## config.mk

```make
export PLATFORM = sky130hd
export DESIGN_NAME = aptt_front
export DESIGN_NICKNAME = d
export VERILOG_FILES = /design/src/rtl/core/aptt_pkg.sv /design/src/rtl/core/aptt_front.sv
export SDC_FILE = /design/constraint.sdc
export NUM_CORES = 1
export LEC_CHECK = 0
export BUFFER_PORTS_ARGS = -buffer_cell sky130_fd_sc_hd__buf_2
export CAP_MARGIN = 0
export CORE_ASPECT_RATIO = 1.4
export CORE_MARGIN = 3
export CORE_UTILIZATION = 30
export DETAILED_ROUTE_END_ITERATION = 10
export PLACE_DENSITY = 0.6
export SLEW_MARGIN = 20
export SYNTH_ARGS = -nofsm -noshare
export SYNTH_HDL_FRONTEND = slang
export SYNTH_SLANG_ARGS = --single-unit
```

## constraint.sdc

```tcl
create_clock -name clk_i -period 8.7 [get_ports clk_i]
set_input_delay 2.175 -clock clk_i [delete_from_list [all_inputs] [get_ports clk_i]]
set_output_delay 2.175 -clock clk_i [all_outputs]
set_load 0.01 [all_outputs]
```

## src/rtl/core/aptt_pkg.sv

```systemverilog
// Shared types and constants of the aperture page translation table.
package aptt_pkg;

  localparam int unsigned CNT_W   = 17;  // holds any page count up to 65537
  localparam int unsigned PG_SH   = 12;
  localparam int unsigned PPN_W   = 64 - PG_SH;
  localparam int unsigned ENTRY_W = PPN_W + 2;

  typedef enum logic [1:0] {
    OP_MAP     = 2'd0,
    OP_UNMAP   = 2'd1,
    OP_RESOLVE = 2'd2,
    OP_BAD     = 2'd3
  } op_e;

  typedef enum logic [2:0] {
    ST_OK         = 3'd0,
    ST_INVALID    = 3'd1,
    ST_RANGE      = 3'd2,
    ST_MISALIGNED = 3'd3,
    ST_NOT_MAPPED = 3'd4,
    ST_DUMMY      = 3'd5
  } status_e;

  typedef enum logic [1:0] {
    EN_EMPTY  = 2'd0,
    EN_MAPPED = 2'd1,
    EN_DUMMY  = 2'd2
  } entry_e;

  typedef enum logic [1:0] {
    RERR_NONE      = 2'd0,
    RERR_ZERO      = 2'd1,
    RERR_MISALIGNED = 2'd2
  } rerr_e;

  typedef enum logic [2:0] {
    BK_CLEAR,
    BK_IDLE,
    BK_COMMIT,
    BK_FILL,
    BK_LOOKUP
  } bk_state_e;

  typedef struct packed {
    op_e         kind;
    logic [15:0] first_page;
    logic [15:0] run_count;
    logic [63:0] phys;
    logic [63:0] offset;
    logic        last;
    logic        phys_zero;
    logic        phys_misal;
  } cmd_t;

endpackage

```

## src/rtl/core/aptt_front.sv

```systemverilog
// Front end: accepts words, classifies them and queues commands for the back end.
module aptt_front import aptt_pkg::*; (
  input  logic         clk_i,
  input  logic         rst_ni,
  input  logic         in_valid_i,
  output logic         in_ready_o,
  input  logic [1:0]   opcode_i,
  input  logic [15:0]  first_page_i,
  input  logic [15:0]  page_run_count_i,
  input  logic [63:0]  phys_value_i,
  input  logic [63:0]  byte_offset_i,
  input  logic         last_in_run_i,
  output logic         cmd_valid_o,
  output cmd_t         cmd_o,
  input  logic         cmd_pop_i
);

  cmd_t       q_mem [2];
  logic       wp_q, rp_q;
  logic [1:0] cnt_q;
  cmd_t       cmd_in;
  logic       push;

  always_comb begin
    cmd_in            = '0;
    cmd_in.kind       = op_e'(opcode_i);
    cmd_in.first_page = first_page_i;
    cmd_in.run_count  = page_run_count_i;
    cmd_in.phys       = phys_value_i;
    cmd_in.offset     = byte_offset_i;
    cmd_in.last       = last_in_run_i;
    cmd_in.phys_zero  = (phys_value_i == 64'd0);
    cmd_in.phys_misal = (phys_value_i[PG_SH-1:0] != '0);
  end

  assign in_ready_o  = (cnt_q != 2'd2);
  assign push        = in_valid_i && in_ready_o;
  assign cmd_valid_o = (cnt_q != 2'd0);
  assign cmd_o       = q_mem[rp_q];

  always_ff @(posedge clk_i) begin
    if (push) begin
      q_mem[wp_q] <= cmd_in;
    end
  end

  always_ff @(posedge clk_i or negedge rst_ni) begin
    if (!rst_ni) begin
      wp_q  <= 1'b0;
      rp_q  <= 1'b0;
      cnt_q <= 2'd0;
    end else begin
      if (push) wp_q <= ~wp_q;
      if (cmd_pop_i) rp_q <= ~rp_q;
      cnt_q <= cnt_q + {1'b0, push} - {1'b0, cmd_pop_i};
    end
  end

endmodule

```

==> results of run 1 <==
critical path, delay by kind of cell (launching register included):
family | cells | cell delay, ps
flip-flops | 1 | 880
buffers and inverters | 2 | 870
multiplexers | 1 | 460
through the flow:
step | area, sq um | setup slack [ps]
floorplan | 12230 | 1669
finish | 15660 | 3669
global route | 15660 | 3532
CTS | 15650 | 3598
global placement | 14500 | 4125
detailed placement | 14500 | 4117
per-layer routing:
metal,GRT usage,wire length [microns],part of all wire,up-vias
li1,-,-,-,2949
met1,0.1202,9289,0.34,3170
met2,0.2245,14650,0.54,220
met3,0.03621,1955,0.072,62
met4,0.05618,1177,0.043,6
met5,0,46,0.0017,-
placed cells by master, fill, tap and decap left out:
cell type and instances:
clkinv_1 8, dfrtp_1 3, diode_2 6, nor2_1 1
a22oi_1 1, mux2_2 165, nor2_4 1, xnor2_1 3
buf_4 7, clkbuf_16 37, nand4_1 1, nand2_1 3
xor2_1 1, nand3_1 3, clkinvlp_4 3, dfrtp_4 1
buf_2 333, clkinv_4 1, edfxtp_1 330, or2_2 1
ha_1 1, and3_4 1, clkbuf_1 5, bufinv_16 4
and4_1 1, nor4_2 1, nand2b_1 1, nor4_1 16
clkinv_2 4
cells by family (layout without fill, tap and decap cells):
family	count (synthesis)	in the layout	synth area share
DFF	334	334	0.8186
and+or+nand+nor	30	30	0.01474
xor gates and xnor gates	4	4	0.002866
muxes	165	165	0.1519
other	0	6	0
buffers and inverters	18	402	0.01023
AOI/OAI and AO/OA	1	1	0.0006142
adders and majority gates	1	1	0.001023
how the worst max path moves through the flow:
| stage | from | to | slack (ps) | cells after the start |
|---|---|---|---|---|
| floorplan | in_valid_i | q_mem[0][0]$_DFFE_PP_ | 1670 | 2 |
| global placement | in_valid_i | q_mem[0][57]$_DFFE_PP_ | 4120 | 5 |
| detailed placement | in_valid_i | q_mem[0][49]$_DFFE_PP_ | 4120 | 5 |
| CTS | rp_q$_DFFE_PN0P_ | cmd_o[98] | 3600 | 3 |
| global route | rp_q$_DFFE_PN0P_ | cmd_o[98] | 3530 | 3 |
| finish | rp_q$_DFFE_PN0P_ | cmd_o[98] | 3670 | 3 |
layout make-up:
class                   instances  area (sq um)
fillers                      3723         24150
flip-flops and latches        334         10010
multi-input cells             201          2106
repair buffers                340          1719
clock buffers                  42         944.7
well taps                     528         660.6
clock inverters                20         201.4
diodes                          6         15.01
power by group through the flow:
stage / logic (uW) / clock network [uW] / registers (uW)
after floorplan: 953 / 0 / 2340
after global placement: 1490 / 0 / 2340
after detailed placement: 1500 / 0 / 2360
after CTS: 1510 / 1530 / 2330
after global routing: 1570 / 1580 / 2350
final: 1450 / 1470 / 2320
cells in the mapped netlist (all sizes together):
library cell	n
a22oi	1
and3	1
and4	1
buf	18
dfrtp	4
edfxtp	330
ha	1
mux2	165
nand2	3
nand2b	1
nand3	3
nand4	1
nor2	2
nor4	17
or2	1
xnor2	3
xor2	1
flip-flops by register name (all words and copies together) (netlist names):
| name | cells |
|---|---|
| wp_q | 1 |
| q_mem | 330 |
| cnt_q | 2 |
| rp_q | 1 |
==> flow_metrics.py, run 1 <==
metrics = {
    "clocking": {
        "ctsResizeCount": 0,
        "clk_pin_slew_ps": 60,
        "htree_levels": 2,
        "clock-root-buffer": "clkbuf_16",
        "cts_hold_buf": 0,
        "cts_buffers": 35,
        "cts_buffer_depth": 3,
        "cts_num_sinks": 334,
        "clk_latency_ps": 510,
        "post-cts-setup-buffers": 0,
        "cts_tree": "done",
    },
    "worst_setup_path": {
        "reg2reg_depth": 5,
        "r2r_slack_ps": 5950,
        "end_kind": "primary output",
        "critPathRequiredTime_ps": 6530,
        "max_stage_delay_ps": 880,
        "critPathMaxFanout": 60,
        "r2r_start": "cnt_q[0]$_DFF_PN0_",
        "start_kind": "register",
        "worstPathArrival_ps": 2860,
        "path_class": "register to primary output",
        "cp_slowest_cell": "dfrtp_4",
        "critical_path.cell_chain": "buf_4 -> mux2_2 -> buf_2",
        "reg2reg_to": "q_mem[0][122]$_DFFE_PP_",
    },
    "min_path": {
        "whs_endpoint": "cnt_q[0]$_DFF_PN0_",
        "min_path_cells": 1,
        "hold_class": "register to register",
        "hold_start": "cnt_q[0]$_DFF_PN0_",
    },
    "sta": {
        "worst_pin_slew_ps": 932.7,
        "hold_slack_ps": 552.8,
        "drv_slew": 0,
        "fin_setup_tns_ps": 0,
        "period_share": 0.5783,
        "finalClockSkew_ps": 5.785,
        "final-hold-violation-count": 0,
        "fmax_mhz": 198.8,
        "slew_headroom": 0.3782,
        "setup_viol": 0,
        "fin_crit_ps": 5031,
        "rsz0062_at_grt": "no",
    },
    "layout": {
        "final_util": 0.3933,
        "final_cells": 1471,
        "nets": 1080,
        "drive_above_1_share": 0.5966,
        "area_growth_pct": 28.07,
    },
    "routing": {
        "drt_wl_total_mm": 27.11,
        "vias": 6407,
        "drt_first_pass_iters": 4,
        "routed_via_density": 4.356,
        "wl_per_cell_microns": 18.43,
        "drc_errors": 0,
        "final_antenna_net_count": 0,
        "drt_iter0_drc": 249,
    },
    "logic_synthesis": {
        "ys_seq_elements": 334,
        "synthTopCellsByArea": "edfxtp_1 81%, mux2_2 15%, buf_4 0.86%",
        "avgSynthCellArea_sq_um": 22.11,
        "ys_types": 19,
        "seq_area_frac_synth": 0.8186,
        "yosysWarningCount": 0,
        "yosysTopAreaCell": "edfxtp_1",
        "syn-cell-area_sq_um": 12230,
        "synth.net_count": 721,
        "syn_inst": 553,
        "yosysTopAreaCellShare": 0.8104,
    },
    "floorplan": {
        "row_count": 86,
        "start_util": 0.3071,
        "die_h_microns": 244.9,
        "io_pins": 334,
        "die_x_microns": 176.6,
        "die_area_sq_um": 43250,
        "design.core.area_sq_um": 39810,
    },
    "outcome": {
        "status": "finished, final reports clean",
    },
    "power": {
        "sw_frac_of_total": 0.2872,
        "total_power_uw": 5244,
        "sequentialPowerShare": 0.442,
        "clkPwrFrac": 0.281,
        "internal_power_uw": 3738,
        "p_switching_uw": 1506,
        "ir_drop_mv": 0.2397,
        "comb_power_share": 0.277,
        "p_per_area_nw_per_um2": 334.9,
        "leakage_uw": 0.005708,
    },
    "global_route": {
        "grt_usage": 0.1200,
        "grt_pass1_wl_mm": 39.83,
        "grt_max_degree": 66,
        "grt_pass1_vias": 6944,
        "grt-ovfl-total": 0,
        "antenna_found_initial": 8,
    },
    "placed_design": {
        "post-dp-hpwl_mm": 18.61,
        "dp_cells": 1403,
        "place_congestion": 0.7619,
        "numPortBuffers": 333,
    },
    "run": {
        "maxCapViolCount": 0,
    },
}
Power figures use the tool's default switching activity.
==> inputs of run 2 (changes only) <==
--- a/config.mk
+++ b/config.mk
@@ -5,6 +5,7 @@
 export SDC_FILE = /design/constraint.sdc
 export NUM_CORES = 1
 export LEC_CHECK = 0
+export ABC_AREA = 1
 export BUFFER_PORTS_ARGS = -buffer_cell sky130_fd_sc_hd__buf_2
 export CAP_MARGIN = 0
 export CORE_ASPECT_RATIO = 1.4
==> constraint.sdc (replaced) <==
create_clock -name clk_i -period 4.5 [get_ports clk_i]
set_input_delay 1.125 -clock clk_i [delete_from_list [all_inputs] [get_ports clk_i]]
set_output_delay 1.125 -clock clk_i [all_outputs]
set_load 0.01 [all_outputs]
==> run 2 against run 1 <==
Net effect: clock power rose by 93%; hold slack got worse by 150 ps; sequential power rose by 93%; design area grew 1.2%; largest cell class unchanged; highest routed layer unchanged; first-iteration DRC count increased by 31%; critical path type unchanged; combinational power increased by 94%; worst setup slack worse by 2700 ps; flip-flop and latch count stayed put; cell count grew 4.0%; total power rose by 93%; clock-buffer cell count decreased by 5; clock skew is 11 ps higher.
==> flow_metrics.py, run 2 <==
metrics = {
    "placed_design": {
        "post-dp-hpwl_mm": 18.73,
        "place_congestion": 0.7720,
        "numPortBuffers": 333,
        "dp_cells": 1463,
    },
    "logic_synthesis": {
        "synthTopCellsByCount": "330 x edfxtp_1, 165 x mux2_2, 35 x nor2_1, 22 x inv_1, 19 x nand2_1",
        "ys_async_sr_fraction": 0.01198,
        "synthTopCellsByArea": "edfxtp_1 80%, mux2_2 15%, buf_6 1.3%",
        "avgSynthCellArea_sq_um": 20.47,
        "yosys_most_used_dff": "edfxtp_1",
        "synth-edff-count": 330,
        "ys_seq_elements": 334,
        "syn_inst": 608,
        "ys_types": 16,
        "seq_area_frac_synth": 0.8043,
        "yosysTopAreaCell": "edfxtp_1",
        "syn-cell-area_sq_um": 12440,
        "yosys.cell_count.top_type": "edfxtp_1",
        "synth.net_count": 776,
        "yosysWarningCount": 0,
        "yosysTopAreaCellShare": 0.7963,
    },
    "sta": {
        "setup_viol": 0,
        "finalClockSkew_ps": 17.19,
        "final-hold-violation-count": 0,
        "fin_crit_ps": 3483,
        "fmax_mhz": 287.1,
        "rsz0062_at_grt": "no",
        "period_share": 0.7740,
        "worst_pin_slew_ps": 999.4,
        "fin_setup_tns_ps": 0,
        "slew_headroom": 0.3338,
        "drv_slew": 0,
    },
    "worst_setup_path": {
        "critical_path.cell_chain": "buf_12 -> mux2_2 -> buf_2",
        "max_stage_delay_ps": 820,
        "critPathRequiredTime_ps": 3380,
        "r2r_slack_ps": 2400,
        "critPathMaxFanout": 68,
        "worstPathArrival_ps": 2360,
        "end_kind": "primary output",
        "r2r_start": "cnt_q[1]$_DFF_PN0_",
        "reg2reg_depth": 4,
        "path_class": "register to primary output",
        "reg2reg_to": "q_mem[1][129]$_DFFE_PP_",
        "start_kind": "register",
        "cp_slowest_cell": "dfrtp_4",
    },
    "layout": {
        "drive_above_1_share": 0.5658,
        "nets": 1134,
        "layout_commonest_cell": "buf_2",
        "final_cells": 1530,
        "largest_register": "q_mem",
        "largest_reg_flops": 330,
        "seqCellArea_sq_um": 10010,
        "mostFrequentLayoutCells": "333 x buf_2, 330 x edfxtp_1, 165 x mux2_2",
        "area_growth_pct": 27.31,
        "fillers": 3822,
        "reg_top3": "q_mem (330), cnt_q (2)",
        "multi_input_area_sq_um": 2185,
    },
    "clocking": {
        "post-cts-setup-buffers": 0,
        "cts_buffers": 35,
        "htree_levels": 2,
        "clock-root-buffer": "clkbuf_16",
        "clk_pin_slew_ps": 60,
        "cts_num_sinks": 334,
        "clk_latency_ps": 510,
        "cts_tree": "done",
        "cts_buffer_depth": 3,
        "ctsResizeCount": 0,
        "cts_hold_buf": 0,
    },
    "power": {
        "p_switching_uw": 2948,
        "comb_power_share": 0.278,
        "internal_power_uw": 7178,
        "sequentialPowerShare": 0.443,
        "leakage_uw": 0.005886,
        "ir_drop_mv": 0.6003,
        "sw_frac_of_total": 0.2911,
        "p_per_area_nw_per_um2": 639.1,
        "total_power_uw": 10130,
        "clkPwrFrac": 0.279,
    },
    "floorplan": {
        "die_x_microns": 178.1,
        "row_count": 87,
        "design.core.area_sq_um": 40600,
        "start_util": 0.3065,
        "io_pins": 334,
        "die_h_microns": 247.0,
        "die_area_sq_um": 44000,
    },
    "routing": {
        "vias": 6565,
        "routed_via_density": 4.291,
        "final_antenna_net_count": 0,
        "drt_iter0_drc": 327,
        "drt_wl_total_mm": 27.60,
        "drc_errors": 0,
        "drt_first_pass_iters": 4,
        "wl_per_cell_microns": 18.04,
    },
    "global_route": {
        "grt_pass1_vias": 7092,
        "antenna_found_initial": 11,
        "grt_pass1_wl_mm": 39.83,
        "grt_usage": 0.1192,
        "grt_max_degree": 99,
        "grt-ovfl-total": 0,
    },
    "min_path": {
        "hold_class": "input port to asynchronous set/reset pin",
    },
    "outcome": {
        "status": "finished, final reports clean",
    },
    "run": {
        "maxCapViolCount": 0,
    },
}
[run 2: cell types whose count changed in the layout (fill, tap and decap cells not counted), moves of 4 or more]
cell     change
buf_4        -5
nand2_1     +16
buf_12       +4
inv_1       +22
nand4_1      +4
nor4_1      -16
nor2_1      +32
inv_6        +5
[run 2: power by group through the flow]
stage               Combinational (uW)  Clock (uW)  Sequential [uW]
floorplan                         1910           0             4510
global placement                  2880           0             4530
detailed placement                2890           0             4560
CTS                               2900        2940             4490
global route                      3070        3050             4540
finish                            2820        2830             4480
[run 2: critical path, delay by kind of cell (launching register included)]
kind                   cells  cell delay [ps]
flip-flops                 1              820
buffers and inverters      2              500
multiplexers               1              380
[run 2: how the worst max path moves through the flow]
stage                startpoint               endpoint  slack [ps]  cells after the start
2_1_floorplan        in_valid_i  q_mem[1][0]$_DFFE_PP_       -1520                      2
3_3_place_gp   rp_q$_DFFE_PN0P_             cmd_o[130]        1530                      3
3_5_place_dp   rp_q$_DFFE_PN0P_              cmd_o[86]        1530                      3
4_1_cts        rp_q$_DFFE_PN0P_              cmd_o[86]         950                      3
5_1_grt        rp_q$_DFFE_PN0P_             cmd_o[117]         870                      3
6_report       rp_q$_DFFE_PN0P_              cmd_o[59]        1020                      3
[run 2: metal layers]
layer / up-vias / part of all wire / track usage
li1: 3068 / - / -
met5: - / 0.0014 / 0
met2: 244 / 0.52 / 0.2129
met1: 3183 / 0.35 / 0.1220
met4: 6 / 0.035 / 0.05062
met3: 64 / 0.091 / 0.04808
[run 2: logic make-up (layout without fill, tap and decap cells)]
group	after synthesis	count (layout)	synth area share
other	0	8	0
multiplexers	165	165	0.1493
buffers and inverters	40	420	0.02131
AO/OA/AOI/OAI	1	1	0.0004018
flip-flops	334	334	0.8043
XOR/XNOR	4	4	0.002816
AND/OR/NAND/NOR	63	63	0.02081
adder cells (fa/ha/maj)	1	1	0.001005
[run 2: area by class of cell]
type	count	area share
Sequential cell	334	0.6321
Tap cell	534	0.04217
Timing Repair Buffer	339	0.1112
Clock inverter	22	0.01445
Multi-Input combinational cell	234	0.1379
Inverter	22	0.005212
Clock buffer	37	0.05576
Antenna cell	8	0.001264
[run 2: metrics by stage]
stage                     setup slack [ps]  hold slack, ps  utilization  cell area (sq um)
after floorplan                      -1521           492.1            -              12450
after global placement                1527           515.1       0.3623              14710
after detailed placement              1535           523.8       0.3623              14710
after CTS                            952.9           370.1       0.3897              15820
after global routing                 875.0           367.6       0.3900              15840
final                                 1017           404.3       0.3902              15840
